<file path="src/rtl/mfmd_pkg.sv">
package mfmd_pkg;

  // Default sizing
  localparam int ACC_WIDTH_DEF   = 40;
  // Q format of the reciprocal ratio; the ratio register width and its reset follow it
  localparam int RATIO_FRAC_BITS = 16;

  // Field widths
  localparam int CAN_ID_W   = 11;
  localparam int DATA_W     = 64;
  localparam int MOTOR_ID_W = 10;
  localparam int RATIO_W    = RATIO_FRAC_BITS + 1;
  localparam int CFG_DATA_W = (RATIO_W > MOTOR_ID_W) ? RATIO_W : MOTOR_ID_W;
  localparam int CFG_IDX_W  = 1;
  localparam int ANGLE_W    = 13;
  localparam int WORD_W     = 16;
  localparam int BYTE_W     = 8;
  localparam int FAULT_W    = 3;

  // Frame layout, byte 0 in the top byte
  localparam int ANGLE_LSB   = 48;
  localparam int SPEED_LSB   = 32;
  localparam int CURRENT_LSB = 16;
  localparam int TEMP_LSB    = 8;
  localparam int STATUS_LSB  = 0;

  localparam int COUNTS_PER_TURN = 2 ** ANGLE_W;
  localparam int HALF_TURN       = COUNTS_PER_TURN / 2;

  // Configuration register indexes
  localparam logic [CFG_IDX_W-1:0] REG_MOTOR_ID    = 1'b0;
  localparam logic [CFG_IDX_W-1:0] REG_RECIP_RATIO = 1'b1;

  localparam logic [MOTOR_ID_W-1:0] MOTOR_ID_RST    = 10'd513;
  localparam logic [RATIO_W-1:0]    RECIP_RATIO_RST = RATIO_W'(2 ** RATIO_FRAC_BITS);

  // Status byte codes as reported by the drive
  localparam logic [BYTE_W-1:0] STAT_NONE        = 8'd0;
  localparam logic [BYTE_W-1:0] STAT_MEMORY      = 8'd1;
  localparam logic [BYTE_W-1:0] STAT_OVERVOLTAGE = 8'd2;
  localparam logic [BYTE_W-1:0] STAT_PHASE_OPEN  = 8'd3;
  localparam logic [BYTE_W-1:0] STAT_SENSOR_LOST = 8'd4;
  localparam logic [BYTE_W-1:0] STAT_OVERTEMP    = 8'd5;
  localparam logic [BYTE_W-1:0] STAT_CALIBRATION = 8'd7;
  localparam logic [BYTE_W-1:0] STAT_OVERHEAT    = 8'd8;

  // Dense fault codes
  localparam logic [FAULT_W-1:0] FAULT_NONE        = 3'd0;
  localparam logic [FAULT_W-1:0] FAULT_MEMORY      = 3'd1;
  localparam logic [FAULT_W-1:0] FAULT_OVERVOLTAGE = 3'd2;
  localparam logic [FAULT_W-1:0] FAULT_PHASE_OPEN  = 3'd3;
  localparam logic [FAULT_W-1:0] FAULT_SENSOR_LOST = 3'd4;
  localparam logic [FAULT_W-1:0] FAULT_OVERTEMP    = 3'd5;
  localparam logic [FAULT_W-1:0] FAULT_CALIBRATION = 3'd6;
  localparam logic [FAULT_W-1:0] FAULT_OVERHEAT    = 3'd7;

  typedef struct packed {
    logic                     match;
    logic [ANGLE_W-1:0]       angle;
    logic signed [WORD_W-1:0] speed;
    logic signed [WORD_W-1:0] current;
    logic [BYTE_W-1:0]        temp;
    logic [FAULT_W-1:0]       fault;
  } frame_fields_t;

endpackage

</file>
<file path="src/rtl/mfmd_frame_decode.sv">
module mfmd_frame_decode
  import mfmd_pkg::*;
#(
  parameter int ACC_WIDTH = ACC_WIDTH_DEF
) (
  input  logic [CAN_ID_W-1:0]         can_id_i,
  input  logic                        is_standard_i,
  input  logic [DATA_W-1:0]           frame_data_i,
  input  logic [MOTOR_ID_W-1:0]       motor_id_i,
  input  logic [ANGLE_W-1:0]          prev_angle_i,
  input  logic                        seen_first_i,
  input  logic signed [ACC_WIDTH-1:0] turn_accum_i,
  output frame_fields_t               fields_o,
  output logic signed [ACC_WIDTH-1:0] turn_o,
  output logic [ANGLE_W-1:0]          prev_angle_o,
  output logic                        seen_first_o,
  output logic signed [ACC_WIDTH-1:0] turn_accum_o
);

  localparam logic signed [ANGLE_W+1:0] HALF_S = (ANGLE_W + 2)'(HALF_TURN);
  localparam logic signed [ANGLE_W+1:0] TURN_S = (ANGLE_W + 2)'(COUNTS_PER_TURN);
  localparam logic signed [ACC_WIDTH-1:0] ACC_MAX = {1'b0, {(ACC_WIDTH-1){1'b1}}};
  localparam logic signed [ACC_WIDTH-1:0] ACC_MIN = {1'b1, {(ACC_WIDTH-1){1'b0}}};

  logic                         match;
  logic [ANGLE_W-1:0]           angle;
  logic signed [WORD_W-1:0]     speed;
  logic [BYTE_W-1:0]            status;
  logic [FAULT_W-1:0]           fault;
  logic [ANGLE_W-1:0]           base;
  logic signed [ANGLE_W+1:0]    diff;
  logic signed [ANGLE_W+1:0]    delta;
  logic signed [ACC_WIDTH:0]    sum;
  logic signed [ACC_WIDTH-1:0]  sat;
  logic signed [ACC_WIDTH-1:0]  accum_next;

  assign match  = is_standard_i && (can_id_i == CAN_ID_W'(motor_id_i));
  assign angle  = frame_data_i[ANGLE_LSB +: ANGLE_W];
  assign speed  = frame_data_i[SPEED_LSB +: WORD_W];
  assign status = frame_data_i[STATUS_LSB +: BYTE_W];

  always_comb begin
    unique case (status)
      STAT_NONE:        fault = FAULT_NONE;
      STAT_MEMORY:      fault = FAULT_MEMORY;
      STAT_OVERVOLTAGE: fault = FAULT_OVERVOLTAGE;
      STAT_PHASE_OPEN:  fault = FAULT_PHASE_OPEN;
      STAT_SENSOR_LOST: fault = FAULT_SENSOR_LOST;
      STAT_OVERTEMP:    fault = FAULT_OVERTEMP;
      STAT_CALIBRATION: fault = FAULT_CALIBRATION;
      STAT_OVERHEAT:    fault = FAULT_OVERHEAT;
      default:          fault = FAULT_NONE;
    endcase
  end

  // first frame seeds the reference, so its delta is zero
  assign base = seen_first_i ? prev_angle_i : angle;
  assign diff = $signed({2'b00, angle}) - $signed({2'b00, base});

  always_comb begin
    delta = diff;
    if (diff < -HALF_S) begin
      delta = diff + TURN_S;
    end else if (diff > HALF_S) begin
      delta = diff - TURN_S;
    end
  end

  // saturating accumulate: overflow shows as the two top bits differing
  assign sum = (ACC_WIDTH + 1)'(turn_accum_i) + (ACC_WIDTH + 1)'(delta);

  always_comb begin
    sat = sum[ACC_WIDTH-1:0];
    if (sum[ACC_WIDTH] != sum[ACC_WIDTH-1]) begin
      sat = sum[ACC_WIDTH] ? ACC_MIN : ACC_MAX;
    end
  end

  assign accum_next   = (match && (speed == '0)) ? sat : turn_accum_i;
  assign turn_accum_o = accum_next;
  assign prev_angle_o = match ? angle : prev_angle_i;
  assign seen_first_o = seen_first_i | match;
  assign turn_o       = match ? accum_next : '0;

  always_comb begin
    fields_o = '0;
    if (match) begin
      fields_o.match   = 1'b1;
      fields_o.angle   = angle;
      fields_o.speed   = speed;
      fields_o.current = frame_data_i[CURRENT_LSB +: WORD_W];
      fields_o.temp    = frame_data_i[TEMP_LSB +: BYTE_W];
      fields_o.fault   = fault;
    end
  end

endmodule

</file>
<file path="src/rtl/motor_feedback_multiturn_decoder.sv">
// Motor feedback decoder with multi-turn position tracking.
// Input channel: one received bus frame per transaction (can_id_i, is_standard_i,
//   frame_data_i), qualified by in_valid_i; in_stall_o holds the sender off.
// Output channel: one result per input transaction, qualified by out_valid_o;
//   the receiver holds it with out_stall_i. Frames for another motor still give
//   a result, with match_o low and every other field zero.
// Config: cfg_we_i writes cfg_data_i into register cfg_index_i (0 motor id,
//   1 reciprocal gear ratio). Write only while no transaction is in flight.
// Throughput: one transaction per cycle while out_stall_i stays low; four register
//   stages (input, decode and accumulate, ratio partial products, saturate and
//   output) each hand on as soon as the next one is free or moving.
// Receiver stall: the stages fill behind the output register; in_stall_o rises
//   only once the input stage holds a transaction with nowhere to go.
// Reset: asynchronous, active low. Clears all stage valids, the seen-first flag,
//   previous angle and turn accumulator, and loads the default motor id (513) and
//   a ratio of 1.0.
module motor_feedback_multiturn_decoder
  import mfmd_pkg::*;
#(
  parameter int ACC_WIDTH = ACC_WIDTH_DEF
) (
  input  logic                        clk_i,
  input  logic                        rst_ni,
  // config write port
  input  logic                        cfg_we_i,
  input  logic [CFG_IDX_W-1:0]        cfg_index_i,
  input  logic [CFG_DATA_W-1:0]       cfg_data_i,
  // input channel
  input  logic                        in_valid_i,
  output logic                        in_stall_o,
  input  logic [CAN_ID_W-1:0]         can_id_i,
  input  logic                        is_standard_i,
  input  logic [DATA_W-1:0]           frame_data_i,
  // output channel
  output logic                        out_valid_o,
  input  logic                        out_stall_i,
  output logic                        match_o,
  output logic [ANGLE_W-1:0]          angle_counts_o,
  output logic signed [WORD_W-1:0]    speed_rpm_o,
  output logic signed [WORD_W-1:0]    current_ma_o,
  output logic [BYTE_W-1:0]           temperature_o,
  output logic [FAULT_W-1:0]          fault_code_o,
  output logic signed [ACC_WIDTH-1:0] turn_counts_o,
  output logic signed [ACC_WIDTH-1:0] shaft_counts_o
);

  // The accumulator is split in two halves so each multiply stays narrow.
  localparam int LO_W = ACC_WIDTH / 2;
  localparam int HI_W = ACC_WIDTH - LO_W;
  localparam int PW   = ACC_WIDTH + RATIO_W + 1;

  localparam logic signed [PW-1:0] SAT_MAX =
    {{(PW - ACC_WIDTH + 1){1'b0}}, {(ACC_WIDTH - 1){1'b1}}};
  localparam logic signed [PW-1:0] SAT_MIN =
    {{(PW - ACC_WIDTH + 1){1'b1}}, {(ACC_WIDTH - 1){1'b0}}};

  // configuration
  logic [MOTOR_ID_W-1:0] motor_id_q;
  logic [RATIO_W-1:0]    recip_ratio_q;

  // tracking state
  logic [ANGLE_W-1:0]          prev_angle_q, prev_angle_d;
  logic                        seen_first_q, seen_first_d;
  logic signed [ACC_WIDTH-1:0] turn_accum_q, turn_accum_d;

  // stage 1: input register
  logic                  s1_v_q;
  logic [CAN_ID_W-1:0]   s1_id_q;
  logic                  s1_std_q;
  logic [DATA_W-1:0]     s1_data_q;

  // stage 2: decoded frame and updated accumulator
  logic                        s2_v_q;
  frame_fields_t               s2_fields_q, s2_fields_d;
  logic signed [ACC_WIDTH-1:0] s2_turn_q, s2_turn_d;

  // stage 3: partial products of turn count by ratio
  logic                              s3_v_q;
  frame_fields_t                     s3_fields_q;
  logic signed [ACC_WIDTH-1:0]       s3_turn_q;
  logic                              s3_neg_q;
  logic [LO_W+RATIO_W-1:0]           s3_pp_lo_q, s3_pp_lo_d;
  logic signed [HI_W+RATIO_W:0]      s3_pp_hi_q, s3_pp_hi_d;

  // output register
  logic                        out_v_q;
  frame_fields_t               out_fields_q;
  logic signed [ACC_WIDTH-1:0] out_turn_q;
  logic signed [ACC_WIDTH-1:0] out_shaft_q, out_shaft_d;

  logic out_ready, s3_ready, s2_ready, s1_ready;

  logic [LO_W-1:0]          turn_lo;
  logic signed [HI_W-1:0]   turn_hi;
  logic signed [RATIO_W:0]  ratio_s;
  logic signed [PW-1:0]     prod_sum;
  logic signed [PW-1:0]     quot;

  // Ready ripples back from the output: a stage may load when it is empty or
  // its contents move on in the same cycle.
  assign out_ready  = !out_v_q || !out_stall_i;
  assign s3_ready   = !s3_v_q || out_ready;
  assign s2_ready   = !s2_v_q || s3_ready;
  assign s1_ready   = !s1_v_q || s2_ready;
  assign in_stall_o = !s1_ready;

  // configuration writes
  always_ff @(posedge clk_i or negedge rst_ni) begin
    if (!rst_ni) begin
      motor_id_q    <= MOTOR_ID_RST;
      recip_ratio_q <= RECIP_RATIO_RST;
    end else if (cfg_we_i) begin
      unique case (cfg_index_i)
        REG_MOTOR_ID:    motor_id_q    <= cfg_data_i[MOTOR_ID_W-1:0];
        REG_RECIP_RATIO: recip_ratio_q <= cfg_data_i[RATIO_W-1:0];
      endcase
    end
  end

  // stage 1
  always_ff @(posedge clk_i or negedge rst_ni) begin
    if (!rst_ni) begin
      s1_v_q <= 1'b0;
    end else if (s1_ready) begin
      s1_v_q <= in_valid_i;
    end
  end

  always_ff @(posedge clk_i) begin
    if (in_valid_i && s1_ready) begin
      s1_id_q   <= can_id_i;
      s1_std_q  <= is_standard_i;
      s1_data_q <= frame_data_i;
    end
  end

  // decode and accumulate; state moves exactly when the transaction leaves stage 1
  mfmd_frame_decode #(
    .ACC_WIDTH (ACC_WIDTH)
  ) u_decode (
    .can_id_i      (s1_id_q),
    .is_standard_i (s1_std_q),
    .frame_data_i  (s1_data_q),
    .motor_id_i    (motor_id_q),
    .prev_angle_i  (prev_angle_q),
    .seen_first_i  (seen_first_q),
    .turn_accum_i  (turn_accum_q),
    .fields_o      (s2_fields_d),
    .turn_o        (s2_turn_d),
    .prev_angle_o  (prev_angle_d),
    .seen_first_o  (seen_first_d),
    .turn_accum_o  (turn_accum_d)
  );

  always_ff @(posedge clk_i or negedge rst_ni) begin
    if (!rst_ni) begin
      prev_angle_q <= '0;
      seen_first_q <= 1'b0;
      turn_accum_q <= '0;
      s2_v_q       <= 1'b0;
    end else begin
      if (s1_v_q && s2_ready) begin
        prev_angle_q <= prev_angle_d;
        seen_first_q <= seen_first_d;
        turn_accum_q <= turn_accum_d;
      end
      if (s2_ready) begin
        s2_v_q <= s1_v_q;
      end
    end
  end

  always_ff @(posedge clk_i) begin
    if (s1_v_q && s2_ready) begin
      s2_fields_q <= s2_fields_d;
      s2_turn_q   <= s2_turn_d;
    end
  end

  // stage 3: signed high half times ratio, unsigned low half times ratio
  assign turn_lo    = s2_turn_q[LO_W-1:0];
  assign turn_hi    = s2_turn_q[ACC_WIDTH-1:LO_W];
  assign ratio_s    = $signed({1'b0, recip_ratio_q});
  assign s3_pp_lo_d = turn_lo * recip_ratio_q;
  assign s3_pp_hi_d = turn_hi * ratio_s;

  always_ff @(posedge clk_i or negedge rst_ni) begin
    if (!rst_ni) begin
      s3_v_q <= 1'b0;
    end else if (s3_ready) begin
      s3_v_q <= s2_v_q;
    end
  end

  always_ff @(posedge clk_i) begin
    if (s2_v_q && s3_ready) begin
      s3_fields_q <= s2_fields_q;
      s3_turn_q   <= s2_turn_q;
      s3_neg_q    <= s2_turn_q[ACC_WIDTH-1];
      s3_pp_lo_q  <= s3_pp_lo_d;
      s3_pp_hi_q  <= s3_pp_hi_d;
    end
  end

  // Recombine, round toward zero (bias negatives by one ulp less than a unit
  // before the arithmetic shift) and clamp to the accumulator range.
  assign prod_sum = (PW'(s3_pp_hi_q) <<< LO_W)
                  + $signed(PW'(s3_pp_lo_q))
                  + $signed(PW'({RATIO_FRAC_BITS{s3_neg_q}}));
  assign quot     = prod_sum >>> RATIO_FRAC_BITS;

  always_comb begin
    out_shaft_d = quot[ACC_WIDTH-1:0];
    if (quot > SAT_MAX) begin
      out_shaft_d = SAT_MAX[ACC_WIDTH-1:0];
    end else if (quot < SAT_MIN) begin
      out_shaft_d = SAT_MIN[ACC_WIDTH-1:0];
    end
  end

  // output register
  always_ff @(posedge clk_i or negedge rst_ni) begin
    if (!rst_ni) begin
      out_v_q <= 1'b0;
    end else if (out_ready) begin
      out_v_q <= s3_v_q;
    end
  end

  always_ff @(posedge clk_i) begin
    if (s3_v_q && out_ready) begin
      out_fields_q <= s3_fields_q;
      out_turn_q   <= s3_turn_q;
      out_shaft_q  <= out_shaft_d;
    end
  end

  assign out_valid_o    = out_v_q;
  assign match_o        = out_fields_q.match;
  assign angle_counts_o = out_fields_q.angle;
  assign speed_rpm_o    = out_fields_q.speed;
  assign current_ma_o   = out_fields_q.current;
  assign temperature_o  = out_fields_q.temp;
  assign fault_code_o   = out_fields_q.fault;
  assign turn_counts_o  = out_turn_q;
  assign shaft_counts_o = out_shaft_q;

endmodule

</file>
<file path="config.mk">
export PLATFORM = sky130hd
export DESIGN_NAME = motor_feedback_multiturn_decoder
export DESIGN_NICKNAME = d
export VERILOG_FILES = /design/src/rtl/mfmd_pkg.sv /design/src/rtl/mfmd_frame_decode.sv /design/src/rtl/motor_feedback_multiturn_decoder.sv
export SDC_FILE = /design/constraint.sdc
export NUM_CORES = 2
export LEC_CHECK = 0
export BUFFER_PORTS_ARGS = -buffer_cell sky130_fd_sc_hd__buf_2
export CAP_MARGIN = 20
export CORE_UTILIZATION = 44
export CTS_CLUSTER_SIZE = 16
export DETAILED_ROUTE_END_ITERATION = 8
export GPL_TIMING_DRIVEN = 0
export PLACE_DENSITY = 0.58
export SLEW_MARGIN = 30
export SYNTH_ARGS = -nofsm -noshare
export SYNTH_HDL_FRONTEND = slang
export SYNTH_SLANG_ARGS = --single-unit
</file>
<file path="constraint.sdc">
create_clock -name clk_i -period 12.62 [get_ports clk_i]
set_clock_uncertainty 0.2 [all_clocks]
set_input_delay 0.631 -clock clk_i [delete_from_list [all_inputs] [get_ports clk_i]]
set_output_delay 0.631 -clock clk_i [all_outputs]
set_load 0.005 [all_outputs]
</file>
### Word-level counts from Yosys, hierarchy flattened

Memory sizes are Yosys's and may differ from the RTL's. A register that Yosys moved wholly into a read port is not among the register bits.
Index checks and enable logic that the tools add are counted.

| storage, ports and cells | value |
|---|---|
| register bits after elaboration | 565 |
| bits in read-only memories | 48 |
| input bits | 99 |
| output and inout bits | 139 |
| memories | 1 |

Memories:

| name | depth | width | read ports | clocked after Yosys merged registers in | write ports | RTL line | text |
|---|---|---|---|---|---|---|---|
| (no name shown) | 16 | 3 | 1 | 1 | 0 | mfmd_frame_decode.sv:43 | `unique case (status)` |

| operators by class | value |
|---|---|
| add/sub/neg operators | 6 |
| multipliers | 2 |
| magnitude comparators | 4 |
| equal/unequal tests | 2 |
| multiplexer cells | 10 |
| bitwise operators | 2 |
| reductions and logical operators | 22 |

Operators with widths:

| operator | count |
|---|---|
| 40-bit 2-to-1 mux | 4 |
| 58-bit by 17-bit adder with 58-bit output | 1 |
| 58-bit by 38-bit adder with 58-bit output | 1 |
| 57-bit 2-to-1 mux | 1 |
| 42-bit by 40-bit greater-than comparator with 1-bit output (second input constant) | 1 |
| 42-bit by 40-bit < comparator with 1-bit output (second input constant) | 1 |
| 40-bit by 15-bit adder with 41-bit output | 1 |
| 20-bit by 18-bit multiplier with 38-bit output | 1 |
| 20-bit by 17-bit multiplier with 37-bit output | 1 |
| 15-bit 2-to-1 mux | 2 |
| 16-bit zero test | 1 |
| 15-bit adder (second input constant) | 1 |
| 15-bit by 14-bit greater-than comparator with 1-bit output (second input constant) | 1 |
| 15-bit by 13-bit < comparator with 1-bit output (second input constant) | 1 |
| 15-bit subtractor (second input constant) | 1 |
| 13-bit by 13-bit subtractor with 14-bit output | 1 |
| 13-bit 2-to-1 mux | 1 |
| 11-bit by 10-bit equality test with 1-bit output | 1 |
| 2-bit AND reduction | 4 |
| 1-bit logical AND | 6 |
| 1-bit zero test | 6 |
| 4-bit zero test | 1 |
| 1-bit logical OR | 4 |
| 4-bit 2-to-1 mux | 1 |
| 4 further kinds | 4 |

### Depth between registers and ports, before layout

| logic depth | value |
|---|---|
| depth in word-level cells | 9 |
| gate-level depth with buffers | 30 |
| gate-level depth less buffers | 25 |

### By module

Synthesis repeated with hierarchy kept, for this count alone.

| unflattened totals | value |
|---|---|
| cell total of the unflattened synthesis | 4424 |
| area total of the unflattened synthesis | 48007.3 um^2 |

Modules (own cells, without submodules):

| module | times used | cells an instance | area each (um^2) | sequential area each (um^2) |
|---|---|---|---|---|
| motor_feedback_multiturn_decoder | 1 | 3628 | 43062.6 | 16604.7 |
| mfmd_frame_decode | 1 | 796 | 4944.7 | 0.0 |

### Worst setup path before layout

OpenSTA, ideal clock, no wires.

| timing path | value |
|---|---|
| path kind | input to register |
| start point | input port out_stall_i |
| end point | register out_fields_q, in the netlist angle_counts_o[0] (enable) |
| data arrival time | 10.488 ns |
| required time | 11.577 ns |
| path slack | 1.089 ns |
| stages | 1 |
| buffers on the path | 0 |
| cells stage by stage | a21boi_0 |

| between the ends | value |
|---|---|
| word-level cells in the longest chain between the ends | 3 |

RTL lines:

| item | RTL line | text |
|---|---|---|
| start, declared | motor_feedback_multiturn_decoder.sv:36 | `input logic out_stall_i,` |
| 1-bit zero test | motor_feedback_multiturn_decoder.sv:101 | `assign out_ready = !out_v_q \|\| !out_stall_i;` |
| 1-bit logical OR | motor_feedback_multiturn_decoder.sv:101 |  |
| 1-bit logical AND | motor_feedback_multiturn_decoder.sv:231 | `if (s3_v_q && out_ready) begin` |
| end signal, assigned | motor_feedback_multiturn_decoder.sv:232 | `out_fields_q <= s3_fields_q;` |
| end, declared | motor_feedback_multiturn_decoder.sv:87 | `frame_fields_t out_fields_q;` |

Every way passes these cells.
A chain may end at the register's enable or synchronous reset.

### Final worst setup path

| timing path | value |
|---|---|
| start point | register seen_first_q |
| end point | register s2_turn_q[30], data pin |

| between the ends | value |
|---|---|
| word-level cells in the longest chain between the ends | 9 |
| elaborated cells between the ends (all ways) | 13 |
| classes of those cells | 4 x add/sub; 2 x order compare; 1 x eq/ne; 6 x mux |

RTL lines:

| item | RTL line | text |
|---|---|---|
| start, declared | motor_feedback_multiturn_decoder.sv:63 | `logic seen_first_q, seen_first_d;` |
| start signal, assigned | motor_feedback_multiturn_decoder.sv:164 | `seen_first_q <= seen_first_d;` |
| 13-bit 2-to-1 mux * | mfmd_frame_decode.sv:57 | `assign base = seen_first_i ? prev_angle_i : angle;` |
| 13-bit by 13-bit subtractor with 14-bit output * | mfmd_frame_decode.sv:58 | `assign diff = $signed({2'b00, angle}) - $signed({2'b00, base});` |
| 15-bit subtractor / 15-bit by 14-bit greater-than comparator with 1-bit output (equally long branches) | mfmd_frame_decode.sv:65, mfmd_frame_decode.sv:64 |  |
| 15-bit 2-to-1 mux | mfmd_frame_decode.sv:64 | `end else if (diff > HALF_S) begin` |
| 15-bit 2-to-1 mux * | mfmd_frame_decode.sv:62 | `if (diff < -HALF_S) begin` |
| 40-bit by 15-bit adder with 41-bit output * | mfmd_frame_decode.sv:70 | `assign sum = (ACC_WIDTH + 1)'(turn_accum_i) + (ACC_WIDTH + 1)'(delta);` |
| 40-bit 2-to-1 mux / 1-bit inequality test (equally long branches) | mfmd_frame_decode.sv:75, mfmd_frame_decode.sv:74 |  |
| 40-bit 2-to-1 mux * | mfmd_frame_decode.sv:74 | `if (sum[ACC_WIDTH] != sum[ACC_WIDTH-1]) begin` |
| 40-bit 2-to-1 mux * | mfmd_frame_decode.sv:79 | `assign accum_next = (match && (speed == '0)) ? sat : turn_accum_i;` |
| end signal, assigned | motor_feedback_multiturn_decoder.sv:176 | `s2_turn_q <= s2_turn_d;` |
| end, declared | motor_feedback_multiturn_decoder.sv:75 | `logic signed [ACC_WIDTH-1:0] s2_turn_q, s2_turn_d;` |

Mark *: on every way between the ends. The rest lies on a longest branch, timed or not.

==> implementation parameters <==
Parameter                              Value

Job
  Max-cap check violation count    0

Timing
  Measured slew at the worst slew-check pin    about 1.1 ns
  Max Slew Vio Count    0
  Maximum clock rate    111 MHz
  Setup repair after global routing missed its margin    no
  Minimum clock period    8.97 ns
  Final worst slack    3.65 ns
  Final hold violation count    0
  Post-route fraction of the period consumed by the critical path    0.711
  Final setup vio count    0
  Relative slew margins    0.236
  Final sum of negative setup slack    0 ns

Floorplan
  Height of the chip    329 µm
  Effective utilization at floorplan    0.445
  Row cnt    119
  Core Footprint    106000 µm²
  Die width    329 µm
  I/O pin cnt    238
  Full die area    around 110000 µm²

Placed design
  Placed cell count    5991
  Port Buf Inserts    between 200 and 250
  Worst slack at placement    3.72 ns
  Routability cong.    roughly 0.97
  Detailed placer's ending HPWL    just over 100000 µm

Route
  DR vias    approximately 32000
  Detailed router's first-iteration violation count    2098
  Number of iterations in the first detailed-routing pass    7
  Number of DRC violations after detailed routing    22
  DR vias/cell    just over 5
  Post-Route WL    129000 µm
  Final ANT Viol Nets    0
  Routed wire per std cell    20.8 µm

Hold path
  Origin of the worst min-delay path    cfg_data_i[6]
  Cell count of the worst hold path    2
  Destination of the worst hold path    motor_id_q[6]$_DFFE_PN0P_
  Hold WC Path Type    in -> reg

Synth
  Post-synth top area share    0.306
  Synthesized netlist cell count    around 4300
  Post-Syn Nets    ~5300
  Synthesized flop and latch total    567
  Post-synth EDFFs    479
  Async set-reset flop share out of synthesis    0.150
  Combined area of all synthesized cells    between 40000 and 50000 µm²
  Part of the Yosys area used for sequential elements    0.353
  List of most frequent post-synthesis cells    sky130_fd_sc_hd__inv_1, sky130_fd_sc_hd__fa_1, sky130_fd_sc_hd__nand2_1
  Yosys warning count    0
  Mean post-synth cell area    between 10 and 15 µm²
  Synth top area cells    sky130_fd_sc_hd__edfxtp_1, sky130_fd_sc_hd__fa_1, sky130_fd_sc_hd__ha_1, sky130_fd_sc_hd__inv_1, sky130_fd_sc_hd__nand2_1
  Count of unique library cells instantiated by Yosys    80
  Largest area contributor in the netlist    sky130_fd_sc_hd__edfxtp_1
  Primary flip-flop cell chosen by synthesis mapping    sky130_fd_sc_hd__edfxtp_1
  Most used standard cell by instance count after synthesis    sky130_fd_sc_hd__inv_1

Clock tree
  Clock tree from TritonCTS    yes
  Clock transition time at the flip-flop clock pins of the worst setup and hold paths    0.06 ns
  Number of hold buffers added after CTS    89
  Maximum level of the CTS H-tree    3
  Clock buffers created by TritonCTS    66
  Root cell of the clock tree    sky130_fd_sc_hd__clkbuf_16
  CTS max path bufs    3
  Post-CTS setup buffer count    0
  CTS sink count    between 500 and 600
  Post-cts gate resize count    0
  Clock insertion delay at the later pin of the skew report    0.69 ns

Critical path
  Terminus of the critical flop-to-flop path    s2_turn_q[30]$_SDFFCE_PN0P_
  Register-to-register setup slack    3.65 ns
  Worst reg2reg startpoint    seen_first_q$_DFFE_PN0P_
  Critical path class    reg -> reg
  Startpoint type of the worst setup path    flop
  Reg2Reg Depth    29
  Crit. End Element    flop
  Arrival @ worst endpoint    9.13 ns
  Largest stage delay on the critical path    0.72 ns
  Worst path slowest cell    sky130_fd_sc_hd__o41ai_4
  Cell occurring most often along the worst timing path    sky130_fd_sc_hd__clkbuf_1
  Critical path required time    12.78 ns
  Maximum fanout along the worst path    10

Global route
  Leftover overflow at the end of global routing    0
  Global Route Usage Sum    0.246
  Number of global-route vias before repair    around 33000
  First-pass GRT wire length    between 150000 and 200000 µm
  Number of antenna violations at the first check in global routing    11
  Largest net degree at the start of global routing    52

Final layout
  Layout Utilization    0.507
  Layout cells sized above 1    0.0908
  Number of standard cells in the layout, taps in and fillers out    6203
  Final net count    5733
  Area grow syn2layout    13.9%

Run status
  Failing checks    design-rule violations
  Status    complete, but fails checks
==> worst max-delay path by stage <==
stage | startpoint | end | slack, ns | cells after the start
after floorplan | out_stall_i | angle_counts_o[0]$_DFFE_PP_ | 1.09 | 1
after global placement | out_stall_i | shaft_counts_o[24]$_SDFFCE_PN1P_ | -5.58 | 2
after detailed placement | seen_first_q$_DFFE_PN0P_ | s2_turn_q[18]$_SDFFCE_PN0P_ | 3.72 | 29
after CTS | seen_first_q$_DFFE_PN0P_ | s2_turn_q[30]$_SDFFCE_PN0P_ | 3.67 | 29
after global routing | seen_first_q$_DFFE_PN0P_ | s2_turn_q[30]$_SDFFCE_PN0P_ | 3.16 | 29
final | seen_first_q$_DFFE_PN0P_ | s2_turn_q[30]$_SDFFCE_PN0P_ | 3.65 | 29
==> per-stage QoR <==
stage	hold WS (ns)	cell area (µm²)
after floorplan	0.135	46900
after global placement	0.200	49800
after detailed placement	0.205	50400
after CTS	0.00936	53500
after global routing	0.0316	53500
final	0.0368	53500
==> cells in the final DEF (no fill, tap or decap), types with 9 or more instances in the layout <==
master / Yosys / routed
sky130_fd_sc_hd__ha_1: 265 / 265
sky130_fd_sc_hd__nor2_1: 108 / 108
sky130_fd_sc_hd__a211oi_1: 28 / 28
sky130_fd_sc_hd__buf_2: 12 / 245
sky130_fd_sc_hd__mux2_2: 44 / 44
sky130_fd_sc_hd__o211a_1: 9 / 9
sky130_fd_sc_hd__xnor2_1: 91 / 91
sky130_fd_sc_hd__nor4_1: 18 / 18
sky130_fd_sc_hd__and3_1: 20 / 20
sky130_fd_sc_hd__inv_1: 768 / 767
sky130_fd_sc_hd__o211ai_1: 11 / 11
sky130_fd_sc_hd__o21bai_1: 14 / 14
sky130_fd_sc_hd__dfrtp_1: 82 / 82
sky130_fd_sc_hd__a31oi_1: 17 / 16
sky130_fd_sc_hd__nand2b_1: 17 / 17
sky130_fd_sc_hd__or4_1: 10 / 10
sky130_fd_sc_hd__xor2_1: 47 / 47
sky130_fd_sc_hd__or3_1: 18 / 18
sky130_fd_sc_hd__a21o_1: 57 / 57
sky130_fd_sc_hd__buf_16: 0 / 13
sky130_fd_sc_hd__o21ai_0: 119 / 119
sky130_fd_sc_hd__nor3_1: 36 / 36
sky130_fd_sc_hd__clkbuf_1: 172 / 196
sky130_fd_sc_hd__nand3_1: 40 / 40
sky130_fd_sc_hd__o21ai_1: 49 / 49
sky130_fd_sc_hd__nor2b_1: 21 / 20
sky130_fd_sc_hd__nand4_1: 22 / 22
sky130_fd_sc_hd__a21oi_1: 152 / 152
sky130_fd_sc_hd__o21a_1: 15 / 15
sky130_fd_sc_hd__edfxtp_1: 479 / 479
sky130_fd_sc_hd__nand2_1: 553 / 553
sky130_fd_sc_hd__clkbuf_16: 0 / 66
sky130_fd_sc_hd__dlygate4sd3_1: 0 / 89
sky130_fd_sc_hd__fa_1: 612 / 612
sky130_fd_sc_hd__mux2i_1: 21 / 21
sky130_fd_sc_hd__and2_1: 309 / 309
==> per-layer routing <==
metal	wire, µm	share of wire	track usage	vias up
li1	-	-	-	14800
met1	55700	0.43	0.333	16000
met2	59200	0.46	0.395	1089
met3	9880	0.077	0.0514	197
met4	4350	0.034	0.0828	2
met5	13	0.00010	0	-
==> worst max-delay path: cells and delay by family, from the launching register on <==
| family | cells | cell delay [ns] |
|---|---|---|
| adders and majority gates | 3 | 1.05 |
| xor gates and xnor gates | 1 | 0.15 |
| muxes | 1 | 0.30 |
| AOI/OAI and AO/OA | 10 | 2.98 |
| DFF | 1 | 0.32 |
| and+or+nand+nor | 5 | 0.86 |
| buffers and inverters | 9 | 2.74 |
==> registers in the layout, indices dropped and copies added (netlist names), 3 cells and up, named ones only <==
| signal | count |
|---|---|
| s1_data_q | 61 |
| s2_fields_q | 57 |
| s3_fields_q | 57 |
| s2_turn_q | 40 |
| s3_turn_q | 40 |
| shaft_counts_o | 40 |
| turn_accum_q | 40 |
| turn_counts_o | 40 |
| s3_pp_hi_q | 38 |
| s3_pp_lo_q | 37 |
| recip_ratio_q | 17 |
| current_ma_o | 16 |
| speed_rpm_o | 16 |
| angle_counts_o | 13 |
| prev_angle_q | 13 |
| s1_id_q | 11 |
| motor_id_q | 10 |
| temperature_o | 8 |
| fault_code_o | 3 |
==> layout make-up <==
type	instances	area (µm²)
antenna	1	2.50
buffer	187	726
clock buffer	95	1790
clock inverter	27	424
fill	9464	52100
inverter	769	2890
multi-input combinational	2823	26800
sequential	567	16600
tap	1391	1740
timing repair buffer	343	2540
==> cell families after synthesis <==
kind of cell | count (synthesis) | synth area share
simple gates | 1198 | 0.124
buf+inv | 956 | 0.0769
fa+ha+maj | 882 | 0.333
flops | 567 | 0.353
compound gates | 537 | 0.0714
xor+xnor | 140 | 0.0269
mux | 66 | 0.0153
Power is not shown: default switching activity piles up to over one toggle a cycle in this logic, so the estimate is an artifact.
